### config.mk
export PLATFORM = sky130hd
export DESIGN_NAME = ip_option_security_filter_top_flat
export DESIGN_NICKNAME = d
export VERILOG_FILES = /design/src/iosf_pkg.sv /design/src/iosf_in_if.sv /design/src/iosf_out_if.sv /design/src/iosf_parser.sv /design/src/ip_option_security_filter_top.sv /design/src/flat_wrapper.sv
export SDC_FILE = /design/constraint.sdc
export NUM_CORES = 1
export LEC_CHECK = 0
export ABC_AREA = 1
export ABC_CLOCK_PERIOD_IN_PS = 3500
export BUFFER_PORTS_ARGS = -buffer_cell sky130_fd_sc_hd__buf_2
export CAP_MARGIN = 30
export CORE_ASPECT_RATIO = 2
export CORE_UTILIZATION = 50
export DETAILED_ROUTE_END_ITERATION = 16
export PLACE_DENSITY_LB_ADDON = 0.08
export SKIP_CTS_REPAIR_TIMING = 1
export SLEW_MARGIN = 20
export SYNTH_ARGS = -nofsm -noshare
export SYNTH_HDL_FRONTEND = slang
export SYNTH_HIERARCHICAL = 1
export SYNTH_SLANG_ARGS = --single-unit
### constraint.sdc
create_clock -name clk -period 3.5 [get_ports clk]
set_input_delay 0.35 -clock clk [delete_from_list [all_inputs] [get_ports clk]]
set_output_delay 0.35 -clock clk [all_outputs]
set_load 0.01 [all_outputs]
### src/iosf_pkg.sv
// Shared types and constants of the IPv4 header option filter.
package iosf_pkg;

	localparam int unsigned ByteW = 8;
	localparam int unsigned CountW = 6;
	localparam int unsigned CfgIdxW = 2;

	// Configuration register indexes
	localparam logic [CfgIdxW-1:0] CFG_FIRST_SEC_TYPE = 2'd0;
	localparam logic [CfgIdxW-1:0] CFG_SECOND_SEC_TYPE = 2'd1;
	localparam logic [CfgIdxW-1:0] CFG_FILTERED_PROTOCOL = 2'd2;

	// Register reset values
	localparam logic [ByteW-1:0] RST_FIRST_SEC_TYPE = 8'd130;
	localparam logic [ByteW-1:0] RST_SECOND_SEC_TYPE = 8'd133;
	localparam logic [ByteW-1:0] RST_FILTERED_PROTOCOL = 8'd6;

	// Header layout
	localparam logic [CountW-1:0] PROTOCOL_POS = 6'd9;
	localparam logic [CountW-1:0] OPTIONS_POS = 6'd20;
	localparam logic [CountW-1:0] COUNT_MAX = 6'd63;
	localparam logic [3:0] MIN_IHL = 4'd5;

	// Option type codes
	localparam logic [ByteW-1:0] OPT_END = 8'd0;
	localparam logic [ByteW-1:0] OPT_NOP = 8'd1;
	localparam logic [ByteW-1:0] OPT_MIN_LEN = 8'd2;

	typedef enum logic [1:0] {
		PH_TYPE = 2'd0,
		PH_LEN = 2'd1,
		PH_SKIP = 2'd2
	} phase_t;

	typedef struct packed {
		logic [ByteW-1:0] first_sec_type;
		logic [ByteW-1:0] second_sec_type;
		logic [ByteW-1:0] filtered_protocol;
	} cfg_t;

	typedef struct packed {
		logic drop;
		logic malformed;
		logic [ByteW-1:0] matched_type;
	} result_t;

endpackage

### src/iosf_in_if.sv
// Input channel: one header byte per transfer with a start-of-packet mark.
interface iosf_in_if;
	logic valid;
	logic ready;
	logic [iosf_pkg::ByteW-1:0] hdr_byte;
	logic start_of_packet;

	modport source (output valid, output hdr_byte, output start_of_packet, input ready);
	modport sink (input valid, input hdr_byte, input start_of_packet, output ready);
endinterface

### src/iosf_out_if.sv
// Output channel: one verdict per packet header.
interface iosf_out_if;
	logic valid;
	logic ready;
	logic drop;
	logic malformed;
	logic [iosf_pkg::ByteW-1:0] matched_type;

	modport source (output valid, output drop, output malformed, output matched_type, input ready);
	modport sink (input valid, input drop, input malformed, input matched_type, output ready);
endinterface

### src/iosf_parser.sv
// Per-packet parse state and the single-byte option walk.
module iosf_parser (
	input  logic clk,
	input  logic arst_n,
	input  logic step_en,
	input  logic [iosf_pkg::ByteW-1:0] hdr_byte,
	input  logic start_of_packet,
	input  iosf_pkg::cfg_t cfg,
	output logic res_valid,
	output iosf_pkg::result_t res
);

	logic [iosf_pkg::CountW-1:0] byte_count_q, byte_count_d;
	logic [iosf_pkg::CountW-1:0] header_bytes_q, header_bytes_d;
	logic protocol_hit_q, protocol_hit_d;
	iosf_pkg::phase_t phase_q, phase_d;
	logic [iosf_pkg::ByteW-1:0] skip_left_q, skip_left_d;
	logic found_q, found_d;
	logic stopped_q, stopped_d;
	logic bad_q, bad_d;
	logic [iosf_pkg::ByteW-1:0] found_type_q, found_type_d;
	logic verdict_done_q, verdict_done_d;

	logic [iosf_pkg::CountW:0] remaining;
	logic [iosf_pkg::ByteW-1:0] len_minus2;
	logic is_last;

	// Bytes left in the header after the current one
	assign remaining = {1'b0, header_bytes_q} - 7'd1 - {1'b0, byte_count_q};
	assign len_minus2 = hdr_byte - iosf_pkg::OPT_MIN_LEN;
	assign is_last = ({1'b0, byte_count_q} + 7'd1) >= {1'b0, header_bytes_q};

	// Work out the state after this byte and any verdict it causes
	always_comb begin
		byte_count_d = byte_count_q;
		header_bytes_d = header_bytes_q;
		protocol_hit_d = protocol_hit_q;
		phase_d = phase_q;
		skip_left_d = skip_left_q;
		found_d = found_q;
		stopped_d = stopped_q;
		bad_d = bad_q;
		found_type_d = found_type_q;
		verdict_done_d = verdict_done_q;
		res_valid = 1'b0;
		res = '0;

		if (start_of_packet) begin
			// Begin a new header, abandoning any unfinished one
			header_bytes_d = {hdr_byte[3:0], 2'b00};
			protocol_hit_d = 1'b0;
			phase_d = iosf_pkg::PH_TYPE;
			skip_left_d = '0;
			found_d = 1'b0;
			stopped_d = 1'b0;
			bad_d = 1'b0;
			found_type_d = '0;
			if (hdr_byte[3:0] < iosf_pkg::MIN_IHL) begin
				byte_count_d = '0;
				verdict_done_d = 1'b1;
				res_valid = 1'b1;
				res.malformed = 1'b1;
			end else begin
				byte_count_d = 6'd1;
				verdict_done_d = 1'b0;
			end
		end else if (!verdict_done_q) begin
			if (byte_count_q == iosf_pkg::PROTOCOL_POS) begin
				protocol_hit_d = (hdr_byte == cfg.filtered_protocol);
			end

			// Walk the options
			if (byte_count_q >= iosf_pkg::OPTIONS_POS && protocol_hit_q && !stopped_q) begin
				case (phase_q)
					iosf_pkg::PH_TYPE: begin
						if (hdr_byte == iosf_pkg::OPT_END) begin
							stopped_d = 1'b1;
						end else if (hdr_byte != iosf_pkg::OPT_NOP) begin
							if ((hdr_byte == cfg.first_sec_type ||
									hdr_byte == cfg.second_sec_type) && !found_q) begin
								found_d = 1'b1;
								found_type_d = hdr_byte;
							end
							phase_d = iosf_pkg::PH_LEN;
						end
					end
					iosf_pkg::PH_LEN: begin
						if (hdr_byte < iosf_pkg::OPT_MIN_LEN ||
								len_minus2 > {1'b0, remaining}) begin
							bad_d = 1'b1;
							stopped_d = 1'b1;
						end else begin
							skip_left_d = len_minus2;
							phase_d = (len_minus2 == '0) ? iosf_pkg::PH_TYPE
								: iosf_pkg::PH_SKIP;
						end
					end
					iosf_pkg::PH_SKIP: begin
						if (skip_left_q <= 8'd1) begin
							skip_left_d = '0;
							phase_d = iosf_pkg::PH_TYPE;
						end else begin
							skip_left_d = skip_left_q - 8'd1;
						end
					end
					default: begin
						phase_d = iosf_pkg::PH_TYPE;
					end
				endcase
			end

			if (is_last) begin
				// A type byte with no length byte left overruns the header
				if (protocol_hit_d && !stopped_d && phase_d == iosf_pkg::PH_LEN) begin
					bad_d = 1'b1;
				end
				verdict_done_d = 1'b1;
				res_valid = 1'b1;
				res.drop = protocol_hit_d && found_d && !bad_d;
				res.malformed = protocol_hit_d && bad_d;
				res.matched_type = protocol_hit_d ? found_type_d : '0;
			end else if (byte_count_q < iosf_pkg::COUNT_MAX) begin
				byte_count_d = byte_count_q + 6'd1;
			end
		end
	end

	// Advance the parse state on each processed byte
	always_ff @(posedge clk or negedge arst_n) begin
		if (!arst_n) begin
			byte_count_q <= '0;
			header_bytes_q <= '0;
			protocol_hit_q <= 1'b0;
			phase_q <= iosf_pkg::PH_TYPE;
			skip_left_q <= '0;
			found_q <= 1'b0;
			stopped_q <= 1'b0;
			bad_q <= 1'b0;
			found_type_q <= '0;
			verdict_done_q <= 1'b1;
		end else if (step_en) begin
			byte_count_q <= byte_count_d;
			header_bytes_q <= header_bytes_d;
			protocol_hit_q <= protocol_hit_d;
			phase_q <= phase_d;
			skip_left_q <= skip_left_d;
			found_q <= found_d;
			stopped_q <= stopped_d;
			bad_q <= bad_d;
			found_type_q <= found_type_d;
			verdict_done_q <= verdict_done_d;
		end
	end

	// Skip phase always has bytes left to skip
	a_skip_nonzero: assert property (@(posedge clk) disable iff (!arst_n)
		phase_q == iosf_pkg::PH_SKIP |-> skip_left_q != '0)
		else $error("skip phase with nothing left to skip");

	// A verdict closes the packet
	a_verdict_closes: assert property (@(posedge clk) disable iff (!arst_n)
		step_en && res_valid |=> verdict_done_q)
		else $error("packet still open after its verdict");

	// A short header never stays open
	a_short_header: assert property (@(posedge clk) disable iff (!arst_n)
		header_bytes_q < iosf_pkg::OPTIONS_POS |-> verdict_done_q)
		else $error("short header left open");

	// Malformed headers are never dropped
	a_drop_not_bad: assert property (@(posedge clk) disable iff (!arst_n)
		res_valid |-> !(res.drop && res.malformed))
		else $error("drop and malformed together");

endmodule

### src/ip_option_security_filter_top.sv
// IPv4 header option filter: top level.
// Header bytes come in on in_ch, one per transfer, in wire order; start_of_packet
// marks byte 0. For packets whose protocol byte equals the filtered protocol the
// option bytes after byte 19 are walked, and on the last header byte one verdict
// (drop, malformed, matched_type) goes out on out_ch. Bytes after a verdict and
// before the next start mark give nothing; an early start mark abandons a packet.
// Configuration is written through cfg_we/cfg_index/cfg_wdata; the user must
// write it only while the block is idle, which the block itself does not enforce.
// Index 0 and 1 hold the two security option types, index 2 the protocol.
// Throughput is one byte per cycle while out_ch does not stall: each byte is
// registered, then parsed by the per-byte state update into the result register.
// Reset clears the pipeline and parse state and loads the registers with 130, 133
// and 6; the block then waits for a start mark.
// When out_ch stalls with a verdict held, the input register still takes one
// more byte and then holds; in_ch.ready drops only while both stages are full.
module ip_option_security_filter_top (
	input  logic clk,
	input  logic arst_n,
	iosf_in_if.sink in_ch,
	iosf_out_if.source out_ch,
	input  logic cfg_we,
	input  logic [iosf_pkg::CfgIdxW-1:0] cfg_index,
	input  logic [iosf_pkg::ByteW-1:0] cfg_wdata
);

	iosf_pkg::cfg_t cfg_q;
	logic valid_s1;
	logic [iosf_pkg::ByteW-1:0] byte_s1;
	logic sop_s1;
	logic out_valid_q;
	iosf_pkg::result_t result_q;
	logic advance;
	logic step_en;
	logic res_valid;
	iosf_pkg::result_t res;

	// Write configuration registers
	always_ff @(posedge clk or negedge arst_n) begin
		if (!arst_n) begin
			cfg_q.first_sec_type <= iosf_pkg::RST_FIRST_SEC_TYPE;
			cfg_q.second_sec_type <= iosf_pkg::RST_SECOND_SEC_TYPE;
			cfg_q.filtered_protocol <= iosf_pkg::RST_FILTERED_PROTOCOL;
		end else if (cfg_we) begin
			case (cfg_index)
				iosf_pkg::CFG_FIRST_SEC_TYPE: cfg_q.first_sec_type <= cfg_wdata;
				iosf_pkg::CFG_SECOND_SEC_TYPE: cfg_q.second_sec_type <= cfg_wdata;
				iosf_pkg::CFG_FILTERED_PROTOCOL: cfg_q.filtered_protocol <= cfg_wdata;
				default: begin
				end
			endcase
		end
	end

	// Stage 1 moves on whenever the result register is free or being emptied
	assign advance = !out_valid_q || out_ch.ready;
	assign step_en = valid_s1 && advance;
	assign in_ch.ready = !valid_s1 || advance;

	// Hold the accepted byte in the input register
	always_ff @(posedge clk or negedge arst_n) begin
		if (!arst_n) begin
			valid_s1 <= 1'b0;
		end else if (in_ch.ready) begin
			valid_s1 <= in_ch.valid;
		end
	end

	always_ff @(posedge clk) begin
		if (in_ch.ready && in_ch.valid) begin
			byte_s1 <= in_ch.hdr_byte;
			sop_s1 <= in_ch.start_of_packet;
		end
	end

	iosf_parser u_parser (
		.clk (clk),
		.arst_n (arst_n),
		.step_en (step_en),
		.hdr_byte (byte_s1),
		.start_of_packet (sop_s1),
		.cfg (cfg_q),
		.res_valid (res_valid),
		.res (res)
	);

	// Result register: load a verdict, drop it once transferred
	always_ff @(posedge clk or negedge arst_n) begin
		if (!arst_n) begin
			out_valid_q <= 1'b0;
		end else if (advance) begin
			out_valid_q <= step_en && res_valid;
		end
	end

	always_ff @(posedge clk) begin
		if (step_en && res_valid) begin
			result_q <= res;
		end
	end

	assign out_ch.valid = out_valid_q;
	assign out_ch.drop = result_q.drop;
	assign out_ch.malformed = result_q.malformed;
	assign out_ch.matched_type = result_q.matched_type;

endmodule

### src/flat_wrapper.sv
// flat-port wrapper written by rule: the top's interface ports become plain ports
module ip_option_security_filter_top_flat 
  (clk, arst_n, cfg_we, cfg_index, cfg_wdata, in_ch_valid, in_ch_hdr_byte, in_ch_start_of_packet, in_ch_ready, out_ch_valid, out_ch_drop, out_ch_malformed, out_ch_matched_type, out_ch_ready);
  iosf_in_if in_ch_i ();
  iosf_out_if out_ch_i ();
  input  logic clk;
  input  logic arst_n;
  input  logic cfg_we;
  input  logic [iosf_pkg::CfgIdxW-1:0] cfg_index;
  input  logic [iosf_pkg::ByteW-1:0] cfg_wdata;
  input wire logic [$bits(in_ch_i.valid)-1:0] in_ch_valid;
  input wire logic [$bits(in_ch_i.hdr_byte)-1:0] in_ch_hdr_byte;
  input wire logic [$bits(in_ch_i.start_of_packet)-1:0] in_ch_start_of_packet;
  output wire logic [$bits(in_ch_i.ready)-1:0] in_ch_ready;
  output wire logic [$bits(out_ch_i.valid)-1:0] out_ch_valid;
  output wire logic [$bits(out_ch_i.drop)-1:0] out_ch_drop;
  output wire logic [$bits(out_ch_i.malformed)-1:0] out_ch_malformed;
  output wire logic [$bits(out_ch_i.matched_type)-1:0] out_ch_matched_type;
  input wire logic [$bits(out_ch_i.ready)-1:0] out_ch_ready;
  assign in_ch_i.valid = in_ch_valid;
  assign in_ch_i.hdr_byte = in_ch_hdr_byte;
  assign in_ch_i.start_of_packet = in_ch_start_of_packet;
  assign in_ch_ready = in_ch_i.ready;
  assign out_ch_valid = out_ch_i.valid;
  assign out_ch_drop = out_ch_i.drop;
  assign out_ch_malformed = out_ch_i.malformed;
  assign out_ch_matched_type = out_ch_i.matched_type;
  assign out_ch_i.ready = out_ch_ready;
  ip_option_security_filter_top u_core (.clk(clk), .arst_n(arst_n), .in_ch(in_ch_i), .out_ch(out_ch_i), .cfg_we(cfg_we), .cfg_index(cfg_index), .cfg_wdata(cfg_wdata));
endmodule
==> impl_metrics.toml, run 1 <==
[logic_synthesis]
synth_area_um2 = 4710
synthFlopType = "dfrtp_1"
synth.most_common_cell = "nand2_1"
yosys.area.top_type = "dfrtp_1"
synth_nets = 611
synth.top_cells.by_count = "nand2_1, inv_1, dfrtp_1"
ys_types = 38
postSynthCellCount = 564
async_flop_share = 0.756
synth_area_leaders = "dfrtp_1, edfxtp_1, nand2_1, ha_1, inv_1"
yosysWarnings = 6
yosysSeqAreaShare = 0.437
synth-edff-count = 19
synth_seq_cells = 78
synth_top_area_frac = 0.271
synth.avg_cell_area_um2 = 8.35

[placed_design]
port_buffers = 35
dp_slack_ns = 0.504
place.gp.congestion = 0.889
hpwl_um = 9170

[routing]
dr.pass1.iters = 5
via_count = 3873
drc = 0
routed_wl_um = 11900
wl_met3_um = 244
wire_per_inst_um = 16.9
wl_met2_um = 6860
top_layer = "met4"
wl_met1_um = 4300
ant_nets = 0
drt-initial-drc-count = 295
via_per_inst = 5.47

[clock_network]
ctsRootBufferMaster = "clkbuf_16"
clkLatencyLatePin_ns = 0.33
cts_tree = "built"
clkTransAtPathRegs_ns = 0.06
cts_max_level = 3
cts_buffer_depth = 2
cts_sinks = 78
cts_made_buffers = 9

[timing]
fmax_mhz = 328
setup_slack_ns = 0.456
post-route-min-period_ns = 3.04
setup-tns-final_ns = 0
slew_violations = 0
finalSetupViolCount = 0
worst_pin_slew_ns = 0.715
hold_viol_final = 0
rsz0062_at_grt = "false"
skew_ns = 0.00795
final.period_utilization = 0.870
relSlewSlack = 0.522

[global_route]
first_global_vias = 3827
grt_overflow = 0
grt_usage = 0.259
grt_max_degree = 34
grt_pass1_wl_um = 19200
antenna_found_initial = 0

[critical_path]
required_ns = 3.59
crit_fanout = 5
cp.arrival_ns = 3.13
r2r-start = "u_core/byte_s1[2]"
crit_start = "u_core/byte_s1[2]"
critPathKind = "reg2reg"
ff2ff_path_depth = 21
start_kind = "register"
critPathCapture = "u_core/out_ch.drop"
r2r_end = "u_core/out_ch.drop"
reg2reg_slack_ns = 0.46
endpoint_kind = "register"

[pwr]
vdd_ir_drop_max_uv = 414
p_total_mw = 3.29
power.leakage_nw = 2.57
powerDensity_nw_per_um2 = 622

[floorplan]
ios = 36
dieWidth_um = 70.6
rows = 49
core_um2 = 9070
start_util = 0.519
die_h_um = 139
die_area_um2 = 9840

[run]
maxCapViolations = 0

[layout]
multi_input_area_um2 = 2280
insertedDiodeCount = 0
utilization = 0.582
fillers = 835
nNetsFinal = 648
drive_above_1_share = 0.185
final-seq-area_um2 = 2060
synthToLayoutAreaGrowth_pct = 12.1

[hold_path]
hold_class = "in2async"

[run_status]
outcome = "finished clean"
==> critical path, cell delays in order (launching register included) <==
cell	delay (ns)
edfxtp_1	0.51
inv_1	0.18
ha_1	0.24
nand3_1	0.11
xor2_1	0.19
inv_1	0.10
ha_1	0.31
nand2_1	0.07
nor2_1	0.14
nand2_1	0.07
nand3_1	0.06
nand2_1	0.05
nand2_1	0.05
nand2_1	0.07
nand2_2	0.09
nand3_1	0.10
nand2_1	0.10
nand2_1	0.05
nor2_1	0.11
nand2_1	0.05
nand2_1	0.09
nor2_1	0.05
==> worst min-delay path by stage <==
| stage | startpoint | to | slack [ns] | cells past startpoint |
|---|---|---|---|---|
| after floorplan | arst_n | u_core/cfg_q[0] | 0.05 | 0 |
| after global placement | arst_n | u_core/u_parser/skip_left_q[2] | 0.40 | 1 |
| after detailed placement | arst_n | u_core/u_parser/skip_left_q[2] | 0.40 | 1 |
| after CTS | arst_n | u_core/u_parser/skip_left_q[2] | 0.04 | 1 |
| after global routing | arst_n | u_core/u_parser/skip_left_q[2] | 0.09 | 1 |
| final | arst_n | u_core/u_parser/skip_left_q[2] | 0.03 | 1 |
==> per-stage QoR <==
stage	hold WS, ns	area [µm²]	instances
6_report	0.0309	5280	708
5_1_grt	0.0851	5280	708
4_1_cts	0.0433	5280	708
3_5_place_dp	0.404	4940	692
3_3_place_gp	0.397	4940	692
2_1_floorplan	0.0544	4710	564
==> routing by layer <==
layer,vias up,track usage
met5,-,0
met4,0,0.138
met3,27,0.0253
met2,89,0.502
met1,1837,0.263
li1,1920,-
==> cells by family after synthesis <==
kind of cell,synth area share
adders and majority gates,0.0627
buffers and inverters,0.0805
and+or+nand+nor,0.279
xor gates and xnor gates,0.0502
DFF,0.437
AOI/OAI and AO/OA,0.0908
==> report_power, final <==
| group | switching (mW) | leakage (nW) | internal (mW) | total, mW |
|---|---|---|---|---|
| Sequential | 0.150 | 0.934 | 1.09 | 1.24 |
| Clock | 0.375 | 0.160 | 0.696 | 1.07 |
| Combinational | 0.597 | 1.47 | 0.382 | 0.979 |
| Total | 1.12 | 2.57 | 2.17 | 3.29 |
==> cell usage in the layout, fill, tap and decap left out, types with 13 or more instances in the layout <==
cell type / netlist / final
o21ai_0: 22 / 22
dfrtp_1: 51 / 51
xnor2_1: 14 / 14
nand3_1: 32 / 32
xor2_1: 13 / 13
edfxtp_1: 19 / 19
nor2_1: 40 / 40
nand4_1: 30 / 30
ha_1: 22 / 22
inv_1: 64 / 64
buf_2: 3 / 35
nand2_1: 145 / 145
==> cell type report <==
class / instances / share of cell area
Timing Repair Buffer: 40 / 0.0403
Multi-Input combinational cell: 400 / 0.431
Clock buffer: 10 / 0.0433
Tap cell: 102 / 0.0242
Clock inverter: 6 / 0.0208
Sequential cell: 78 / 0.389
Inverter: 72 / 0.0512
==> flip-flops by register name (all words and copies together) (netlist names) <==
register,cells
u_core/byte_s1,8
u_core/cfg_q,24
u_core/out_ch.drop,1
u_core/out_ch.malformed,1
u_core/out_ch.matched_type,8
u_core/out_ch.valid,1
u_core/sop_s1,1
u_core/u_parser/bad_q,1
u_core/u_parser/byte_count_q,6
u_core/u_parser/found_q,1
u_core/u_parser/found_type_q,8
u_core/u_parser/header_bytes_q,4
u_core/u_parser/phase_q,2
u_core/u_parser/protocol_hit_q,1
u_core/u_parser/skip_left_q,8
u_core/u_parser/stopped_q,1
u_core/u_parser/verdict_done_q,1
u_core/valid_s1,1
(Power assumes the default switching activity.)
==> inputs of run 2 (changes only) <==
Settings changed: ABC_AREA 1 to 0, SETUP_SLACK_MARGIN set to 0.5.
==> impl_metrics.toml, run 2 <==
[pwr]
sequentialPowerShare = 0.384
p_sw_mw = 1.10
p_int_mw = 2.12
p_comb_frac = 0.314
switching_share = 0.342
vdd_ir_drop_max_uv = 560
power.leakage_nw = 2.33
powerDensity_nw_per_um2 = 572
power.share.clock = 0.303
p_total_mw = 3.22

[critical_path]
endpoint_kind = "register"
required_ns = 3.70
r2r_end = "u_core/u_parser/skip_left_q[6]"
cp.arrival_ns = 3.12
cp_common_cell = "inv_2"
ff2ff_path_depth = 12
critPathKind = "reg2reg"
critPathCapture = "u_core/u_parser/skip_left_q[6]"
start_kind = "register"
slowest_stage = "dfrtp_2"
r2r-start = "u_core/u_parser/byte_count_q[2]"
crit_start = "u_core/u_parser/byte_count_q[2]"
reg2reg_slack_ns = 0.58
max_stage_delay_ns = 0.44
crit_chain = "inv_2 -> ha_4 -> inv_2 -> fa_2 -> xor2_1 -> ha_1 -> and4_4 -> a41o_1 -> a31oi_4 -> buf_6 -> o31ai_4 -> o221ai_1"
crit_fanout = 7

[layout]
finalNonFillerCells = 620
layout_common_cells = "dfrtp_1, buf_2, buf_4"
finalInstanceArea_um2 = 5630
nNetsFinal = 558
final_common_cell = "dfrtp_1"
largest_reg_flops = 24
regMostFlops = "u_core/cfg_q"
insertedDiodeCount = 0
synthToLayoutAreaGrowth_pct = 17.0
drive_above_1_share = 0.312
utilization = 0.604
fillers = 807

[timing]
post-route-min-period_ns = 2.92
final.period_utilization = 0.833
relSlewSlack = 0.470
rsz0062_at_grt = "true"
hold_viol_final = 0
worst_pin_slew_ns = 0.795
fmax_mhz = 343
holdWs_ns = 0.0738
slew_violations = 0
setup_slack_ns = 0.585
finalSetupViolCount = 0
setup-tns-final_ns = 0
skew_ns = 0.00790

[logic_synthesis]
synth_top_area_frac = 0.265
synthFlopType = "dfrtp_1"
yosys.area_share.simple = 0.157
synth_area_leaders = "dfrtp_1, edfxtp_1, mux2_2, ha_1, xnor2_1"
async_flop_share = 0.756
synth.avg_cell_area_um2 = 10.5
synth.top_cells.by_count = "dfrtp_1, inv_1, xnor2_1"
synth_area_um2 = 4810
yosysSeqAreaShare = 0.427
synth_nets = 506
synth-xor-area-share = 0.0616
synth-edff-count = 19
synth_top_family_by_area = "compound AO/OA/AOI/OAI gates"
synth_compound_area_frac = 0.159
yosys.area.top_type = "dfrtp_1"
ys_types = 71
postSynthCellCount = 459
synth.most_common_cell = "dfrtp_1"
synth.mux.area_fraction = 0.0801
synthAdderAreaFrac = 0.0614
yosysWarnings = 6
synth_seq_cells = 78

[clock_network]
cts_buffer_depth = 2
ctsRootBufferMaster = "clkbuf_16"
clkLatencyLatePin_ns = 0.34
clkTransAtPathRegs_ns = 0.07
cts_max_level = 3
cts_sinks = 78
cts_tree = "built"
cts_made_buffers = 9

[placed_design]
place.gp.congestion = 0.858
hpwl_um = 9720
dp_slack_ns = 0.402
numPlacedInstances = 585
port_buffers = 35
place_area_um2 = 5070

[floorplan]
die_area_um2 = 10000
start_util = 0.516
ios = 36
die_h_um = 141
dieWidth_um = 71.4
rows = 50
core_um2 = 9320

[routing]
top_layer = "met4"
drc = 1
dr.pass1.iters = 11
routed_wl_um = 13100
wire_per_inst_um = 21.2
via_per_inst = 6.27
ant_nets = 0
wl_met3_um = 522
wl_met2_um = 7260
via_count = 3885
drt-initial-drc-count = 281
wl_met1_um = 4630

[global_route]
grt_max_degree = 35
grt_usage = 0.276
antenna_found_initial = 0
grt_overflow = 0
grt_pass1_wl_um = 20700
first_global_vias = 4001

[run_status]
violations = "DRC"
outcome = "finished, violations left"

[run]
maxCapViolations = 0

[hold_path]
hold_class = "in2async"
run 2: changes by cell type after synthesis, sizes merged, moves of 7 or more:
| cell | previous run | this run |
|---|---|---|
| nand2 | 158 | 26 |
| a221o | 0 | 9 |
| xor2 | 13 | 4 |
| mux2 | 0 | 30 |
| nand3 | 34 | 7 |
| and3 | 0 | 7 |
| a22oi | 8 | 1 |
| a21oi | 10 | 26 |
| nor2 | 45 | 19 |
| o21ai | 40 | 32 |
| clkbuf | 3 | 11 |
| nand4 | 31 | 16 |
| inv | 72 | 30 |
| xnor2 | 14 | 29 |
run 2: how the worst min path moves through the flow:
stage,slack [ns],depth (start not counted),endpoint
2_1_floorplan,0.05,0,u_core/cfg_q[0]
3_3_place_gp,0.47,1,u_core/u_parser/byte_count_q[2]
3_5_place_dp,0.47,1,u_core/u_parser/byte_count_q[2]
4_1_cts,0.09,1,u_core/u_parser/byte_count_q[2]
5_1_grt,0.14,1,u_core/u_parser/byte_count_q[2]
6_report,0.07,1,u_core/u_parser/byte_count_q[2]
run 2: cell type report:
cell class / count / area (µm²) / share of cell area
Clock buffer: 9 / 225 / 0.0400
Clock inverter: 7 / 81.3 / 0.0144
Inverter: 30 / 113 / 0.0200
Multi-Input combinational cell: 327 / 2610 / 0.464
Sequential cell: 78 / 2060 / 0.366
Tap cell: 104 / 130 / 0.0231
Timing Repair Buffer: 65 / 408 / 0.0724
run 2: critical path: cells and delay by family, from the launching register on:
family          cells  cell delay, ns
fa+ha+maj           3            0.85
compound gates      4            0.81
flops               1            0.44
buf+inv             3            0.28
simple gates        1            0.24
xor+xnor            1            0.15
run 2: power by group through the flow:
| stage | registers (mW) | clock network [mW] | logic [mW] |
|---|---|---|---|
| after floorplan | 1.18 | 0 | 0.648 |
| after global placement | 1.24 | 0 | 0.820 |
| after detailed placement | 1.25 | 0 | 0.836 |
| after CTS | 1.24 | 0.990 | 0.842 |
| after global routing | 1.25 | 1.02 | 1.11 |
| final | 1.24 | 0.975 | 1.01 |
run 2: metal layers:
metal  vias up  GRT usage
met5         -          0
met4         0      0.166
met3        46     0.0450
met2       133      0.508
met1      1913      0.284
li1       1793          -
run 2: cell families after synthesis:
family	Yosys count
multiplexers	34
flip-flops	78
AO/OA/AOI/OAI	111
AND/OR/NAND/NOR	126
XOR/XNOR	33
buffers and inverters	54
adder cells (fa/ha/maj)	23
